## config.mk

```make
export PLATFORM = sky130hd
export DESIGN_NAME = output_driver_feedback_diagnosis_core
export DESIGN_NICKNAME = d
export VERILOG_FILES = /design/src/odfd_pkg.sv /design/src/odfd_chan_logic.sv /design/src/output_driver_feedback_diagnosis_core.sv
export SDC_FILE = /design/constraint.sdc
export NUM_CORES = 1
export LEC_CHECK = 0
export BUFFER_PORTS_ARGS = -buffer_cell sky130_fd_sc_hd__buf_2
export CAP_MARGIN = 15
export CORE_AREA = 2 2 216 218
export DETAILED_ROUTE_END_ITERATION = 6
export DIE_AREA = 0 0 218 220
export PLACE_DENSITY_LB_ADDON = 0.08
export SLEW_MARGIN = 20
export SYNTH_ARGS = -nofsm -noshare
export SYNTH_HDL_FRONTEND = slang
export SYNTH_SLANG_ARGS = --single-unit
```

## constraint.sdc

```tcl
create_clock -name clk -period 3.9 [get_ports clk]
set_clock_uncertainty 0.1 [all_clocks]
set_input_delay 0 -clock clk [delete_from_list [all_inputs] [get_ports clk]]
set_output_delay 0 -clock clk [all_outputs]
set_load 0.05 [all_outputs]
```

## src/odfd_pkg.sv

```systemverilog
// ----------------------------------------------------------------------------
// Output driver feedback diagnosis: package
// Codes, item layouts and per-channel state types shared by the block.
// ----------------------------------------------------------------------------
package odfd_pkg;

  localparam int NUM_CHANNELS_DEF = 8;
  localparam int IN_W             = 16;
  localparam int OUT_W            = 16;
  localparam int CFG_IDX_W        = 2;
  localparam int CFG_DATA_W       = 64;
  localparam int MASK_W           = 8;
  localparam int CNT_W            = 8;

  localparam logic [2:0] CMD_SET_STATE = 3'd0;
  localparam logic [2:0] CMD_DIAGNOSE  = 3'd1;
  localparam logic [2:0] CMD_DECODE    = 3'd2;
  localparam logic [2:0] CMD_SET_FAULT = 3'd3;
  localparam logic [2:0] CMD_ENABLE    = 3'd4;

  localparam logic [1:0] REQ_OFF      = 2'd0;
  localparam logic [1:0] REQ_ON       = 2'd1;
  localparam logic [1:0] REQ_PREVIOUS = 2'd2;
  localparam logic [1:0] REQ_INVALID  = 2'd3;

  localparam logic [1:0] STATUS_OK          = 2'd0;
  localparam logic [1:0] STATUS_BAD_PARAM   = 2'd1;
  localparam logic [1:0] STATUS_NOT_ENABLED = 2'd2;

  localparam logic [2:0] FLT_NOT_TESTED = 3'd0;
  localparam logic [2:0] FLT_NONE       = 3'd1;
  localparam logic [2:0] FLT_OPEN_GND   = 3'd2;
  localparam logic [2:0] FLT_OPEN_BAT   = 3'd3;
  localparam logic [2:0] FLT_SHORT_BAT  = 3'd4;
  localparam logic [2:0] FLT_SHORT_GND  = 3'd5;
  localparam logic [2:0] FLT_OPEN_LOAD  = 3'd6;

  localparam logic [2:0] FS_NO_FAULT     = 3'd0;
  localparam logic [2:0] FS_UNTESTED_NF  = 3'd1;
  localparam logic [2:0] FS_ON           = 3'd2;
  localparam logic [2:0] FS_OFF          = 3'd3;
  localparam logic [2:0] FS_ALL          = 3'd4;
  localparam logic [2:0] FS_UNTESTED_ON  = 3'd5;
  localparam logic [2:0] FS_UNTESTED_OFF = 3'd6;

  localparam logic [CFG_IDX_W-1:0] CFG_CMD_ACTIVE_LOW = 2'd0;
  localparam logic [CFG_IDX_W-1:0] CFG_FBK_ACTIVE_LOW = 2'd1;
  localparam logic [CFG_IDX_W-1:0] CFG_HIGH_SIDE      = 2'd2;
  localparam logic [CFG_IDX_W-1:0] CFG_DEBOUNCE       = 2'd3;

  localparam logic [CFG_DATA_W-1:0] DEBOUNCE_RESET = 64'h0303_0303_0303_0303;

  // Input item, first field in the highest bits.
  typedef struct packed {
    logic       enable;
    logic [2:0] fault_code_in;
    logic [2:0] fault_state_in;
    logic       feedback_level;
    logic [1:0] requested_state;
    logic [2:0] channel;
    logic [2:0] command;
  } in_item_t;

  // Result item, first field in the highest bits.
  typedef struct packed {
    logic       diag_data_state;
    logic [2:0] diag_data;
    logic [2:0] fault_state_out;
    logic [2:0] fault_out;
    logic       commanded_state;
    logic       output_on;
    logic       pin_level;
    logic       pin_write;
    logic [1:0] status;
  } result_t;

  typedef struct packed {
    logic             out_state;
    logic             pin_state;
    logic [2:0]       last_fault;
    logic [CNT_W-1:0] debounce_count;
    logic [2:0]       fault_state;
    logic [2:0]       decoded_fault;
    logic             decoded_state;
    logic             enabled;
  } chan_state_t;

  typedef struct packed {
    logic             cmd_active_low;
    logic             fbk_active_low;
    logic             high_side;
    logic [CNT_W-1:0] limit;
  } chan_cfg_t;

  localparam chan_state_t CHAN_RESET = '{
    out_state:      1'b0,
    pin_state:      1'b0,
    last_fault:     FLT_NOT_TESTED,
    debounce_count: '0,
    fault_state:    FS_UNTESTED_NF,
    decoded_fault:  FLT_NOT_TESTED,
    decoded_state:  1'b0,
    enabled:        1'b1
  };

endpackage

```

## src/odfd_chan_logic.sv

```systemverilog
// ----------------------------------------------------------------------------
// Output driver feedback diagnosis: channel command logic
// Computes the next state of the addressed channel and the result item.
// ----------------------------------------------------------------------------
module odfd_chan_logic (
  input  odfd_pkg::in_item_t    item,
  input  odfd_pkg::chan_state_t cur,
  input  odfd_pkg::chan_cfg_t   ccfg,
  output odfd_pkg::chan_state_t nxt,
  output odfd_pkg::result_t     res
);

  logic                       st;
  logic                       fbk_on;
  logic [2:0]                 nf;
  logic [odfd_pkg::CNT_W-1:0] cnt;
  logic [1:0]                 status;
  logic                       wrote;
  logic [2:0]                 fault;

  assign fbk_on = item.feedback_level ^ ccfg.fbk_active_low;
  assign cnt    = cur.debounce_count + odfd_pkg::CNT_W'(1);

  always_comb begin
    nxt    = cur;
    status = odfd_pkg::STATUS_OK;
    wrote  = 1'b0;
    fault  = odfd_pkg::FLT_NOT_TESTED;
    st     = cur.out_state;
    nf     = odfd_pkg::FLT_NONE;
    case (item.command)
      odfd_pkg::CMD_SET_STATE: begin
        if (!cur.enabled) begin
          status = odfd_pkg::STATUS_NOT_ENABLED;
        end else if (item.requested_state == odfd_pkg::REQ_INVALID) begin
          status = odfd_pkg::STATUS_BAD_PARAM;
        end else begin
          if (item.requested_state != odfd_pkg::REQ_PREVIOUS) begin
            st = item.requested_state[0];
            if (cur.out_state != st) begin
              nxt.debounce_count = '0;
            end
            nxt.out_state = st;
          end
          nxt.pin_state = st ^ ccfg.cmd_active_low;
          wrote         = 1'b1;
        end
      end
      odfd_pkg::CMD_DIAGNOSE: begin
        if (cur.enabled) begin
          if (fbk_on == cur.out_state) begin
            nf = odfd_pkg::FLT_NONE;
          end else if (!cur.out_state) begin
            nf = ccfg.high_side ? odfd_pkg::FLT_OPEN_BAT : odfd_pkg::FLT_OPEN_GND;
          end else begin
            nf = ccfg.high_side ? odfd_pkg::FLT_SHORT_GND : odfd_pkg::FLT_SHORT_BAT;
          end
          if (cur.last_fault != nf) begin
            if (cnt == ccfg.limit) begin
              nxt.last_fault     = nf;
              nxt.debounce_count = '0;
            end else begin
              nxt.debounce_count = cnt;
            end
          end else begin
            nxt.debounce_count = '0;
          end
          fault = nxt.last_fault;
        end
      end
      odfd_pkg::CMD_DECODE: begin
        nxt.fault_state   = item.fault_state_in;
        nxt.decoded_state = cur.out_state;
        case (item.fault_state_in) inside
          odfd_pkg::FS_NO_FAULT: nxt.decoded_fault = odfd_pkg::FLT_NONE;
          odfd_pkg::FS_ON, odfd_pkg::FS_OFF, odfd_pkg::FS_ALL:
            nxt.decoded_fault = cur.last_fault;
          default: nxt.decoded_fault = odfd_pkg::FLT_NOT_TESTED;
        endcase
      end
      odfd_pkg::CMD_SET_FAULT: begin
        case (item.fault_code_in)
          odfd_pkg::FLT_OPEN_LOAD: nxt.fault_state = odfd_pkg::FS_UNTESTED_ON;
          odfd_pkg::FLT_SHORT_GND: begin
            nxt.fault_state = ccfg.high_side ? odfd_pkg::FS_UNTESTED_ON
                                             : odfd_pkg::FS_UNTESTED_OFF;
          end
          odfd_pkg::FLT_SHORT_BAT: begin
            nxt.fault_state = ccfg.high_side ? odfd_pkg::FS_UNTESTED_OFF
                                             : odfd_pkg::FS_UNTESTED_ON;
          end
          default: status = odfd_pkg::STATUS_BAD_PARAM;
        endcase
      end
      odfd_pkg::CMD_ENABLE: nxt.enabled = item.enable;
      default: status = odfd_pkg::STATUS_BAD_PARAM;
    endcase
  end

  always_comb begin
    res.status          = status;
    res.pin_write       = wrote;
    res.pin_level       = nxt.pin_state;
    res.output_on       = nxt.pin_state ^ ccfg.cmd_active_low;
    res.commanded_state = nxt.out_state;
    res.fault_out       = fault;
    res.fault_state_out = nxt.fault_state;
    res.diag_data       = nxt.decoded_fault;
    res.diag_data_state = nxt.decoded_state;
  end

endmodule

```

## src/output_driver_feedback_diagnosis_core.sv

```systemverilog
// ----------------------------------------------------------------------------
// Output driver feedback diagnosis core
// Pipeline: input register, then result register; the channel update is one
// pass of logic between them. Throughput: one item per cycle unless out_tready
// stalls the result register, limited by the single per-channel state write.
// Reset: synchronous active-low rst_n clears the valid flags, the config
// registers and all channel state at once; items are accepted after release.
// ----------------------------------------------------------------------------
module output_driver_feedback_diagnosis_core #(
  parameter int NUM_CHANNELS = odfd_pkg::NUM_CHANNELS_DEF
) (
  input  logic                            clk,
  input  logic                            rst_n,
  input  logic                            in_tvalid,
  output logic                            in_tready,
  // command, channel, requested_state, feedback_level, fault_state_in,
  // fault_code_in, enable
  input  logic [odfd_pkg::IN_W-1:0]       in_tdata,
  output logic                            out_tvalid,
  input  logic                            out_tready,
  // status, pin_write, pin_level, output_on, commanded_state, fault_out,
  // fault_state_out, diag_data, diag_data_state
  output logic [odfd_pkg::OUT_W-1:0]      out_tdata,
  input  logic                            cfg_valid,
  output logic                            cfg_ready,
  input  logic [odfd_pkg::CFG_IDX_W-1:0]  cfg_index,
  input  logic [odfd_pkg::CFG_DATA_W-1:0] cfg_data
);

  localparam int CH_IDX_W = (NUM_CHANNELS > 1) ? $clog2(NUM_CHANNELS) : 1;

  logic [odfd_pkg::MASK_W-1:0]     cmd_al_r;
  logic [odfd_pkg::MASK_W-1:0]     fbk_al_r;
  logic [odfd_pkg::MASK_W-1:0]     high_side_r;
  logic [odfd_pkg::CFG_DATA_W-1:0] debounce_r;

  odfd_pkg::chan_state_t chan_r [NUM_CHANNELS];

  logic                  s1_valid_r;
  logic                  s1_valid_nxt;
  odfd_pkg::in_item_t    s1_item_r;
  logic                  out_valid_r;
  logic                  out_valid_nxt;
  odfd_pkg::result_t     out_data_r;
  odfd_pkg::result_t     out_data_nxt;

  logic                  advance;
  logic                  ch_ok;
  logic [CH_IDX_W-1:0]   idx;
  odfd_pkg::chan_state_t cur;
  odfd_pkg::chan_state_t nxt;
  odfd_pkg::chan_cfg_t   ccfg;
  odfd_pkg::result_t     res;

  assign cfg_ready  = 1'b1;
  assign advance    = s1_valid_r && (!out_valid_r || out_tready);
  assign in_tready  = !s1_valid_r || advance;
  assign out_tvalid = out_valid_r;
  assign out_tdata  = out_data_r;

  assign ch_ok = {1'b0, s1_item_r.channel} < 4'(NUM_CHANNELS);
  assign idx   = s1_item_r.channel[CH_IDX_W-1:0];
  assign cur   = chan_r[idx];

  assign ccfg.cmd_active_low = cmd_al_r[s1_item_r.channel];
  assign ccfg.fbk_active_low = fbk_al_r[s1_item_r.channel];
  assign ccfg.high_side      = high_side_r[s1_item_r.channel];
  assign ccfg.limit          = debounce_r[{s1_item_r.channel, 3'b000} +: odfd_pkg::CNT_W];

  odfd_chan_logic u_chan (
    .item (s1_item_r),
    .cur  (cur),
    .ccfg (ccfg),
    .nxt  (nxt),
    .res  (res)
  );

  always_comb begin
    s1_valid_nxt = s1_valid_r;
    if (in_tvalid && in_tready) begin
      s1_valid_nxt = 1'b1;
    end else if (advance) begin
      s1_valid_nxt = 1'b0;
    end
    out_valid_nxt = out_valid_r;
    if (advance) begin
      out_valid_nxt = 1'b1;
    end else if (out_tready) begin
      out_valid_nxt = 1'b0;
    end
  end

  always_comb begin
    out_data_nxt = res;
    if (!ch_ok) begin
      out_data_nxt        = '0;
      out_data_nxt.status = odfd_pkg::STATUS_BAD_PARAM;
    end
  end

  always_ff @(posedge clk) begin
    if (!rst_n) begin
      s1_valid_r  <= 1'b0;
      out_valid_r <= 1'b0;
    end else begin
      s1_valid_r  <= s1_valid_nxt;
      out_valid_r <= out_valid_nxt;
    end
  end

  always_ff @(posedge clk) begin
    if (in_tvalid && in_tready) begin
      s1_item_r <= odfd_pkg::in_item_t'(in_tdata);
    end
    if (advance) begin
      out_data_r <= out_data_nxt;
    end
  end

  always_ff @(posedge clk) begin
    if (!rst_n) begin
      for (int i = 0; i < NUM_CHANNELS; i++) begin
        chan_r[i] <= odfd_pkg::CHAN_RESET;
      end
    end else if (advance && ch_ok) begin
      chan_r[idx] <= nxt;
    end
  end

  always_ff @(posedge clk) begin
    if (!rst_n) begin
      cmd_al_r    <= '0;
      fbk_al_r    <= '0;
      high_side_r <= '0;
      debounce_r  <= odfd_pkg::DEBOUNCE_RESET;
    end else if (cfg_valid && cfg_ready) begin
      unique case (cfg_index)
        odfd_pkg::CFG_CMD_ACTIVE_LOW: cmd_al_r    <= cfg_data[odfd_pkg::MASK_W-1:0];
        odfd_pkg::CFG_FBK_ACTIVE_LOW: fbk_al_r    <= cfg_data[odfd_pkg::MASK_W-1:0];
        odfd_pkg::CFG_HIGH_SIDE:      high_side_r <= cfg_data[odfd_pkg::MASK_W-1:0];
        odfd_pkg::CFG_DEBOUNCE:       debounce_r  <= cfg_data;
        default: ;
      endcase
    end
  end

endmodule

```

==> report_table.html, run 1 <==
<table>
<tr><th>Metric</th><th>Value</th></tr>
<tr><th colspan="2">Status</th></tr>
<tr><td>Outcome</td><td>complete, no violations</td></tr>
<tr><th colspan="2">Timing</th></tr>
<tr><td>Final count of pins violating max slew</td><td>0</td></tr>
<tr><td>Slew at the pin with the worst max-slew slack</td><td>between 0.9 and 1 ns</td></tr>
<tr><td>Number of setup violations in the final report</td><td>0</td></tr>
<tr><td>Setup TNS</td><td>0 ns</td></tr>
<tr><td>Relative slew margins</td><td>33.6%</td></tr>
<tr><td>Min Tclk post-route</td><td>around 3.7 ns</td></tr>
<tr><td>Post-route fraction of the period consumed by the critical path</td><td>approximately 96%</td></tr>
<tr><td>Max Fclk</td><td>about 270 MHz</td></tr>
<tr><td>Worst hold slack across all endpoints</td><td>0.0628 ns</td></tr>
<tr><td>Number of failing hold endpoints at the final stage</td><td>0</td></tr>
<tr><th colspan="2">Detailed routing</th></tr>
<tr><td>Vias per cell</td><td>~4.7</td></tr>
<tr><td>DRC violations left</td><td>0</td></tr>
<tr><td>Routed vias</td><td>9304</td></tr>
<tr><td>DR WL/cell</td><td>~22 um</td></tr>
<tr><td>DR pass1 iterations</td><td>4</td></tr>
<tr><td>DR iter-0 viols</td><td>579</td></tr>
<tr><td>Total wire length</td><td>roughly 43000 um</td></tr>
<tr><td>ANT nets after route</td><td>0</td></tr>
<tr><th colspan="2">Critical path</th></tr>
<tr><td>Arrival time worst endpoint</td><td>~3.9 ns</td></tr>
<tr><td>Worst Path Class, Setup</td><td>reg2reg</td></tr>
<tr><td>CP required</td><td>4.07 ns</td></tr>
<tr><td>Crit Path Max Fanout</td><td>20</td></tr>
<tr><td>Critical Path Source Type</td><td>flop</td></tr>
<tr><td>Capturing element type of the critical path</td><td>flop</td></tr>
<tr><th colspan="2">Power</th></tr>
<tr><td>Psw</td><td>2.02 mW</td></tr>
<tr><td>Relative contribution of combinational cells to total power</td><td>13.5%</td></tr>
<tr><td>Pwr dens</td><td>454 mW/mm^2</td></tr>
<tr><td>Proportion of total power due to net switching</td><td>26.1%</td></tr>
<tr><td>Power share of the clock group</td><td>41.2%</td></tr>
<tr><td>Total internal power</td><td>roughly 5.7 mW</td></tr>
<tr><td>Leakage power summed over all cells</td><td>between 6 and 7 nW</td></tr>
<tr><td>VDD IR-drop max</td><td>0.273 mV</td></tr>
<tr><td>Reg power frac</td><td>between 40% and 50%</td></tr>
<tr><th colspan="2">GRT</th></tr>
<tr><td>Vias in the first global route</td><td>9707</td></tr>
<tr><td>Global-route congestion overflow total</td><td>0</td></tr>
<tr><td>Initial antenna violation count</td><td>0</td></tr>
<tr><td>Pin count of the biggest net entering global routing</td><td>83</td></tr>
<tr><td>Global-route wire length before repair</td><td>64000 um</td></tr>
<tr><td>Total global-route track usage</td><td>a little under a fifth</td></tr>
<tr><th colspan="2">Finish</th></tr>
<tr><td>Fin nets</td><td>around 1400</td></tr>
<tr><td>Area of combinational cells with multiple inputs</td><td>0.00534 sq mm</td></tr>
<tr><td>FF+latch area</td><td>0.00787 sq mm</td></tr>
<tr><td>Diodes inserted</td><td>0</td></tr>
<tr><td>Post-route design area</td><td>0.0171 sq mm</td></tr>
<tr><td>Area growth from synthesis to layout</td><td>25.5%</td></tr>
<tr><td>Fraction of final layout cells sized beyond drive strength 1</td><td>22.2%</td></tr>
<tr><td>Utilization after layout</td><td>37.2%</td></tr>
<tr><td>Fillcell total</td><td>4554</td></tr>
<tr><td>Post-route non-filler standard cell count</td><td>1969</td></tr>
<tr><th colspan="2">Floorplanning</th></tr>
<tr><td>Die area</td><td>0.0480 sq mm</td></tr>
<tr><td>Die Span Y</td><td>220 um</td></tr>
<tr><td>Number of top-level pins</td><td>between 100 and 150</td></tr>
<tr><td>Std-Cell Core Area</td><td>0.0459 sq mm</td></tr>
<tr><td>Starting utilization of the core area</td><td>29.6%</td></tr>
<tr><td>Standard-cell rows</td><td>79</td></tr>
<tr><td>Width of the die</td><td>roughly 220 um</td></tr>
<tr><th colspan="2">Clock tree</th></tr>
<tr><td>Sinks on Clock Net</td><td>293</td></tr>
<tr><td>Buffer cell driving the clock tree root</td><td>clkbuf_16</td></tr>
<tr><td>Deepest clock path buffer count</td><td>3</td></tr>
<tr><td>H-Tree Level Count</td><td>2</td></tr>
<tr><td>Later-pin clock latency in the skew report</td><td>0.55 ns</td></tr>
<tr><td>TritonCTS clock tree</td><td>built</td></tr>
<tr><td>Clock slew seen by the registers of the worst setup and hold paths</td><td>~0.06 ns</td></tr>
<tr><td>Number of buffers created by CTS</td><td>36</td></tr>
<tr><th colspan="2">Synth</th></tr>
<tr><td>Total number of yosys warnings</td><td>0</td></tr>
<tr><td>Synth async-reset ratio</td><td>0%</td></tr>
<tr><td>Sequential cell area fraction in the yosys report</td><td>57.9%</td></tr>
<tr><td>FF+latch count, synth</td><td>293</td></tr>
<tr><td>Dominant synthesized flop cell</td><td>edfxtp_1</td></tr>
<tr><td>Count of mapped cells out of synthesis</td><td>~1100</td></tr>
<tr><td>Count of cell types in the netlist</td><td>63</td></tr>
<tr><td>Number of enable-type register cells in the synthesized netlist</td><td>200</td></tr>
<tr><td>Syn Std Cell Area</td><td>0.0136 sq mm</td></tr>
<tr><td>Synth Area per Inst</td><td>around 12 sq um</td></tr>
<tr><td>Post-synth net total</td><td>1209</td></tr>
<tr><th colspan="2">Place</th></tr>
<tr><td>Placed cell area</td><td>between 0.015 and 0.02 sq mm</td></tr>
<tr><td>Final RePlAce weighted congestion</td><td>0.794</td></tr>
<tr><td>Cell Count Post-Placement</td><td>1815</td></tr>
<tr><td>Sum of net half-perimeters after detailed placement</td><td>between 20000 and 30000 um</td></tr>
<tr><td>Port Buf Inserts</td><td>104</td></tr>
<tr><th colspan="2">Worst hold path</th></tr>
<tr><td>Path class of the lowest-slack min-delay path</td><td>in2reg</td></tr>
<tr><th colspan="2">Job</th></tr>
<tr><td>Maxcap violations</td><td>0</td></tr>
</table>
## sequential cells by signal, summed over array words and instances, names as in the netlist, named ones only
| register | count |
|---|---|
| high_side_r | 8 |
| cmd_al_r | 8 |
| out_tvalid | 1 |
| idx | 3 |
| fbk_al_r | 8 |
| chan_r | 168 |
| s1_valid_r | 1 |
| s1_item_r | 13 |
| out_tdata | 16 |
| debounce_r | 64 |
## cell usage after synthesis, drive strengths merged, types with 7 or more instances
cell type  instances  area, sq um
nor2b             33          206
nand2            183          687
mux2i             59          653
nand3             30          163
mux2              19          214
nor3               8         45.0
nand2b             7         43.8
clkbuf            45          169
mux4              53         1260
xnor2             15          131
dfxtp             93         1860
inv               17         63.8
buf               32          219
a21oi             47          250
o21ai              8         43.8
nor2             150          563
a21boi            48          360
edfxtp           200         6010
## power by group through the flow
| stage | sequential (mW) | combinational (mW) | clock (mW) |
|---|---|---|---|
| 3_3_place_gp | 3.57 | 0.986 | 0 |
| 2_1_floorplan | 3.58 | 0.610 | 0 |
| 6_report | 3.51 | 1.05 | 3.19 |
| 5_1_grt | 3.52 | 1.14 | 3.41 |
| 4_1_cts | 3.51 | 1.05 | 3.29 |
| 3_5_place_dp | 3.57 | 0.983 | 0 |
## worst max-delay path: stages (launching register included)
cell	delay [ns]
dfxtp_2	0.42
buf_12	0.23
mux4_1	0.63
mux2i_4	0.29
nand4b_1	0.18
nor2_1	0.07
o21a_1	0.19
o31ai_4	0.60
a21oi_4	0.25
a31oi_4	0.36
a21oi_1	0.12
## kinds of logic after synthesis
| group | after synthesis | synth area share (%) |
|---|---|---|
| flops | 293 | 57.9 |
| other cells | 1 | 0.0276 |
| compound gates | 142 | 7.77 |
| fa+ha+maj | 3 | 0.276 |
| xor+xnor | 20 | 1.29 |
| mux | 131 | 15.7 |
| simple gates | 434 | 13.8 |
| buf+inv | 95 | 3.35 |
## placed cells by master (no fill, tap or decap), drive strengths merged, types with 3 or more instances in the layout
master         n
and2           4
o21a           4
mux2i         59
nor2b         33
nor2         150
nor3b          3
clkinv        17
a31oi          3
mux2          19
o22ai          3
nand3b         3
dlygate4sd3   87
buf          167
and3           3
nand4          3
clkbuf        49
ha             3
nor3           8
dfxtp         93
o22a           5
inv           17
o221ai         3
a22oi          4
o31ai          3
xor2           5
xnor2         15
nand2b         7
mux4          53
o21ai          8
nand2        183
a21boi        48
edfxtp       200
a211oi         3
a21oi         47
nand3         30
## routing by layer
metal / track usage [%] / share of wire [%] / vias up
met5: 0 / 0 / -
met4: 5.03 / 2.5 / 0
met3: 2.97 / 3.6 / 60
met2: 30.5 / 48 / 168
met1: 24.3 / 46 / 4608
li1: - / - / 4468
## path summary, 6_finish.rpt
path	start	end	slack [ns]	depth (start not counted)
worst max-delay path	flop	chan_r[0][11]$_SDFFCE_PN0P_	0.17	10
worst min-delay path	cfg_valid	cmd_al_r[6]$_SDFFE_PN0P_	0.06	5
worst max register to register	flop	chan_r[0][11]$_SDFFCE_PN0P_	0.17	10
worst min register to register	debounce_r[12]$_SDFFE_PN0P_	debounce_r[12]$_SDFFE_PN0P_	0.36	2
## layout make-up
class,instances,area share (%)
sequential,293,46.1
clock buffer,49,6.00
clock inverter,17,0.513
tap,607,4.45
multi-input combinational,731,31.3
inverter,18,0.396
timing repair buffer,254,11.2
## timing repair
action | in CTS | in global routing
setup endpoints to repair | 0 | 40
resized for setup | 0 | 10
setup buffers | 0 | 1
hold buffers | 87 | 0
hold endpoints to repair | 109 | 0
## through the flow
stage / power [mW] / setup slack, ns
CTS: 7.85 / 0.0249
floorplan: 4.19 / 0.0304
global route: 8.07 / -0.00681
global placement: 4.56 / 0.0184
detailed placement: 4.56 / 0.0838
finish: 7.75 / 0.167
No activity file was read; power rests on OpenSTA's default activity.
==> inputs of run 2 (changes only) <==
- CORE_AREA: 2 2 216 218 -> 2 2 218 220
- DIE_AREA: 0 0 218 220 -> 0 0 220 222
- SYNTH_HIERARCHICAL: not set -> 1
==> run 2 against run 1 <==
Net effect: power rose by 2.2%; maximum frequency is 0.15% lower; first-iteration DRC count shrank 0.17%; synthesized area rose by 1.2%; non-clock buffer count increased by 14; die area rose by 1.8%; highest routed layer unchanged.
==> report_table.html, run 2 <==
<table>
<tr><th>Metric</th><th>Value</th></tr>
<tr><th colspan="2">Synth</th></tr>
<tr><td>Dominant synthesized flop cell</td><td>edfxtp_1</td></tr>
<tr><td>FF+latch count, synth</td><td>293 (unchanged)</td></tr>
<tr><td>Sequential cell area fraction in the yosys report</td><td>57.2% (-0.67 points)</td></tr>
<tr><td>Syn Std Cell Area</td><td>0.0138 sq mm (+1.2%)</td></tr>
<tr><td>Count of cell types in the netlist</td><td>61 (-3.2%)</td></tr>
<tr><td>Synthesized-area fraction occupied by and/or/nand/nor cells</td><td>15.5% (+1.8 points)</td></tr>
<tr><td>Fraction of post-synthesis cell area in the top cell type by area</td><td>43.7% (-0.51 points)</td></tr>
<tr><td>Synth async-reset ratio</td><td>0% (unchanged)</td></tr>
<tr><td>Number of enable-type register cells in the synthesized netlist</td><td>200 (unchanged)</td></tr>
<tr><td>Fraction of the mapped netlist area in adder cells</td><td>0.273% (-0.0032 points)</td></tr>
<tr><td>Largest cells by area after synthesis</td><td>edfxtp_1 (44%), dfxtp_1 (14%), mux4_1 (7.6%)</td></tr>
<tr><td>Post-synth net total</td><td>1213 (+0.33%)</td></tr>
<tr><td>Dominant combinational cell family by area after synthesis</td><td>simple AND/OR/NAND/NOR gates</td></tr>
<tr><td>Share of the synthesized netlist area taken by xor and xnor gates</td><td>1.55% (+0.26 points)</td></tr>
<tr><td>Total number of yosys warnings</td><td>6 (+6)</td></tr>
<tr><td>Synthesized-area fraction occupied by ao, oa, aoi and oai cells</td><td>5.66% (-2.1 points)</td></tr>
<tr><td>Synth Area per Inst</td><td>12.3 sq um (+0.81%)</td></tr>
<tr><td>Most instantiated cells after synthesis</td><td>edfxtp_1 (200), nand2_1 (162), nor3_1 (156), dfxtp_1 (93), clkbuf_1 (57)</td></tr>
<tr><td>Cell type with the largest total area after synthesis</td><td>edfxtp_1</td></tr>
<tr><td>Share of cell area taken by muxes after synthesis</td><td>15.4% (-0.24 points)</td></tr>
<tr><td>Count of mapped cells out of synthesis</td><td>1123 (+0.36%)</td></tr>
<tr><td>Library cell with the highest instance count after synthesis</td><td>edfxtp_1</td></tr>
<tr><th colspan="2">GRT</th></tr>
<tr><td>Total global-route track usage</td><td>17.4% (-0.79 points)</td></tr>
<tr><td>Initial antenna violation count</td><td>0 (unchanged)</td></tr>
<tr><td>Vias in the first global route</td><td>10073 (+3.8%)</td></tr>
<tr><td>Global-route wire length before repair</td><td>63500 um (-0.76%)</td></tr>
<tr><td>Global-route congestion overflow total</td><td>0 (unchanged)</td></tr>
<tr><td>Pin count of the biggest net entering global routing</td><td>91 (+9.6%)</td></tr>
<tr><th colspan="2">Critical path</th></tr>
<tr><td>Number of buffer and inverter instances along the worst setup path</td><td>2 (+1)</td></tr>
<tr><td>Cell family with most CP delay</td><td>multiplexers</td></tr>
<tr><td>Worst Path Class, Setup</td><td>reg2reg</td></tr>
<tr><td>Cell depth of the worst flop-to-flop path</td><td>12 (+2)</td></tr>
<tr><td>Arrival time worst endpoint</td><td>3.87 ns (-0.03 ns)</td></tr>
<tr><td>Max stage delay on crit path</td><td>0.55 ns (-0.08 ns)</td></tr>
<tr><td>Slowest stage cell on the critical path</td><td>mux4_1</td></tr>
<tr><td>Capturing element type of the critical path</td><td>flop</td></tr>
<tr><td>CP required</td><td>4.03 ns (-0.04 ns)</td></tr>
<tr><td>Endpoint of the worst-slack reg-to-reg timing path</td><td>chan_r[3][14]$_SDFFCE_PN0P_</td></tr>
<tr><td>Slack of the worst reg-to-reg path</td><td>0.16 ns (about the same)</td></tr>
<tr><td>Critical Path Source Type</td><td>flop</td></tr>
<tr><td>Critical path cell sequence</td><td>mux4_1 &gt; mux2_2 &gt; ha_1 &gt; and3_1 &gt; xnor3_1 &gt; nand4_1 &gt; a311oi_4 &gt; buf_4 &gt; nor2_4 &gt; a311o_1 &gt; clkinvlp_4 &gt; nor3_1</td></tr>
<tr><td>Crit Path Max Fanout</td><td>8 (-60%)</td></tr>
<tr><th colspan="2">Detailed routing</th></tr>
<tr><td>Total wire length</td><td>42100 um (-1.3%)</td></tr>
<tr><td>DR WL/cell</td><td>21.4 um (-1.1%)</td></tr>
<tr><td>Vias per cell</td><td>4.95 (+4.7%)</td></tr>
<tr><td>DR pass1 iterations</td><td>5 (+1)</td></tr>
<tr><td>DRC violations left</td><td>0 (unchanged)</td></tr>
<tr><td>DR iter-0 viols</td><td>578 (-0.17%)</td></tr>
<tr><td>Routed vias</td><td>9723 (+4.5%)</td></tr>
<tr><td>ANT nets after route</td><td>0 (unchanged)</td></tr>
<tr><th colspan="2">Finish</th></tr>
<tr><td>Most frequent cells in the layout</td><td>edfxtp_1 (200), nand2_1 (160), nor3_1 (152)</td></tr>
<tr><td>Fraction of final layout cells sized beyond drive strength 1</td><td>21.7% (-0.47 points)</td></tr>
<tr><td>Diodes inserted</td><td>0 (unchanged)</td></tr>
<tr><td>Area growth from synthesis to layout</td><td>26.8%</td></tr>
<tr><td>Fin nets</td><td>1421 (-0.21%)</td></tr>
<tr><td>Biggest register</td><td>chan_r</td></tr>
<tr><td>Most common library cell in the layout ignoring fill and taps</td><td>edfxtp_1</td></tr>
<tr><td>Utilization after layout</td><td>37.7% (+0.49 points)</td></tr>
<tr><td>Number of flip-flops in the largest register</td><td>168 (unchanged)</td></tr>
<tr><th colspan="2">Place</th></tr>
<tr><td>Port Buf Inserts</td><td>104 (unchanged)</td></tr>
<tr><td>Pre-CTS setup slack</td><td>0.102 ns (+0.0184 ns)</td></tr>
<tr><td>Final RePlAce weighted congestion</td><td>0.781 (-1.6%)</td></tr>
<tr><td>Sum of net half-perimeters after detailed placement</td><td>25800 um (-3.1%)</td></tr>
<tr><th colspan="2">Timing</th></tr>
<tr><td>Post-route fraction of the period consumed by the critical path</td><td>95.9% (+0.15 points)</td></tr>
<tr><td>Min Tclk post-route</td><td>3.74 ns (+0.00577 ns)</td></tr>
<tr><td>Minimum setup slack in the final design</td><td>0.161 ns (-0.00577 ns)</td></tr>
<tr><td>Setup TNS</td><td>0 ns (unchanged)</td></tr>
<tr><td>Slew at the pin with the worst max-slew slack</td><td>1.07 ns (+0.0852 ns)</td></tr>
<tr><td>Final count of pins violating max slew</td><td>0 (unchanged)</td></tr>
<tr><td>Max Fclk</td><td>267 MHz (-0.15%)</td></tr>
<tr><td>Number of failing hold endpoints at the final stage</td><td>0 (unchanged)</td></tr>
<tr><td>Number of setup violations in the final report</td><td>0 (unchanged)</td></tr>
<tr><td>Worst hold slack across all endpoints</td><td>0.0695 ns (+0.00672 ns)</td></tr>
<tr><td>Relative slew margins</td><td>28.3% (-5.3 points)</td></tr>
<tr><th colspan="2">Clock tree</th></tr>
<tr><td>Sinks on Clock Net</td><td>293 (unchanged)</td></tr>
<tr><td>Later-pin clock latency in the skew report</td><td>0.55 ns (about the same)</td></tr>
<tr><td>Deepest clock path buffer count</td><td>3 (unchanged)</td></tr>
<tr><td>Number of buffers created by CTS</td><td>37 (+2.8%)</td></tr>
<tr><td>TritonCTS clock tree</td><td>built</td></tr>
<tr><td>Buffer cell driving the clock tree root</td><td>clkbuf_16</td></tr>
<tr><td>H-Tree Level Count</td><td>2 (unchanged)</td></tr>
<tr><td>Clock slew seen by the registers of the worst setup and hold paths</td><td>0.06 ns (about the same)</td></tr>
<tr><th colspan="2">Job</th></tr>
<tr><td>Maxcap violations</td><td>0 (unchanged)</td></tr>
<tr><th colspan="2">Floorplanning</th></tr>
<tr><td>Std-Cell Core Area</td><td>0.0463 sq mm (+0.86%)</td></tr>
<tr><td>Number of top-level pins</td><td>106 (unchanged)</td></tr>
<tr><td>Width of the die</td><td>220 um (+0.92%)</td></tr>
<tr><td>Standard-cell rows</td><td>79 (unchanged)</td></tr>
<tr><td>Die Span Y</td><td>222 um (+0.91%)</td></tr>
<tr><td>Starting utilization of the core area</td><td>29.7% (+0.090 points)</td></tr>
<tr><td>Die area</td><td>0.0488 sq mm (+1.8%)</td></tr>
<tr><th colspan="2">Worst hold path</th></tr>
<tr><td>Hold Path Cell Cnt</td><td>2 (-3)</td></tr>
<tr><td>Path class of the lowest-slack min-delay path</td><td>in2reg</td></tr>
<tr><td>Source of the worst hold timing path</td><td>in_tdata[6]</td></tr>
<tr><td>Capture endpoint of the worst hold path</td><td>s1_item_r[6]$_DFFE_PN_</td></tr>
<tr><th colspan="2">Power</th></tr>
<tr><td>VDD IR-drop max</td><td>0.304 mV (+11%)</td></tr>
<tr><td>Leakage power summed over all cells</td><td>6.28 nW (-0.98%)</td></tr>
<tr><td>Overall power of the completed layout</td><td>7.92 mW (+2.2%)</td></tr>
<tr><td>Pwr dens</td><td>454 mW/mm^2 (about the same)</td></tr>
<tr><th colspan="2">Status</th></tr>
<tr><td>Outcome</td><td>complete, no violations</td></tr>
</table>
-- run 2: cell count changes in the layout (fill, tap and decap cells not counted), moves of 14 or more --
cell           before  now
mux4_2             34   14
mux4_1             19   40
or3_1               1   16
nand2_1           183  160
nor2_1            149   14
mux2i_1            54   34
dlygate4sd3_1      87  101
a21oi_1            44    7
nor3_1              7  152
clkinv_1           10   24
-- run 2: kinds of logic (layout without fill, tap and decap cells) --
kind of cell,Yosys count,count (layout)
compound gates,106,106
xor+xnor,21,21
buf+inv,128,364
fa+ha+maj,3,3
simple gates,446,446
flops,293,293
other cells,1,1
mux,125,125
-- run 2: area by class of cell --
cell class / instances / area, sq um
Clock buffer: 50 / 1010
Clock inverter: 17 / 158
Inverter: 29 / 131
Tap cell: 607 / 759
Multi-Input combinational cell: 702 / 5410
Sequential cell: 293 / 7870
Timing Repair Buffer: 268 / 2110
Fill cell: 4525 / 28800
-- run 2: what timing repair did --
action	CTS	global route
endpoints found under the setup margin	0	67
setup buffers	0	0
gates resized for setup	0	21
hold buffers	101	0
hold endpoints to repair	123	0
-- run 2: worst max path at each step --
stage	start	to	slack, ns	cells after the start
after floorplan	flop	chan_r[3][14]$_SDFFCE_PN0P_	0.07	14
after global placement	flop	chan_r[0][15]$_SDFFCE_PN0P_	0.08	12
after detailed placement	idx[0]$_DFFE_PN_	chan_r[7][14]$_SDFFCE_PN0P_	0.10	14
after CTS	idx[0]$_DFFE_PN_	chan_r[7][14]$_SDFFCE_PN0P_	0.04	14
after global routing	idx[0]$_DFFE_PN_	chan_r[2][15]$_SDFFCE_PN0P_	-0.02	14
final	flop	chan_r[3][14]$_SDFFCE_PN0P_	0.16	12
-- run 2: stage by stage --
step	instance area (sq um)	instances
6_report	17400	1966
5_1_grt	17400	1966
4_1_cts	17300	1965
3_5_place_dp	15100	1797
3_3_place_gp	15100	1797
2_1_floorplan	13800	1123
-- run 2: routing by layer --
layer,wire length (um),track usage (%)
met1,20200,24.4
met2,19400,27.6
met3,1520,2.51
met4,999,5.41
met5,0,0
-- run 2: where the power goes --
group | switching (mW) | internal (mW) | total, mW | leakage [nW]
Clock | 1.34 | 2.00 | 3.35 | 0.563
Combinational | 0.631 | 0.442 | 1.07 | 2.97
Sequential | 0.0579 | 3.44 | 3.50 | 2.75
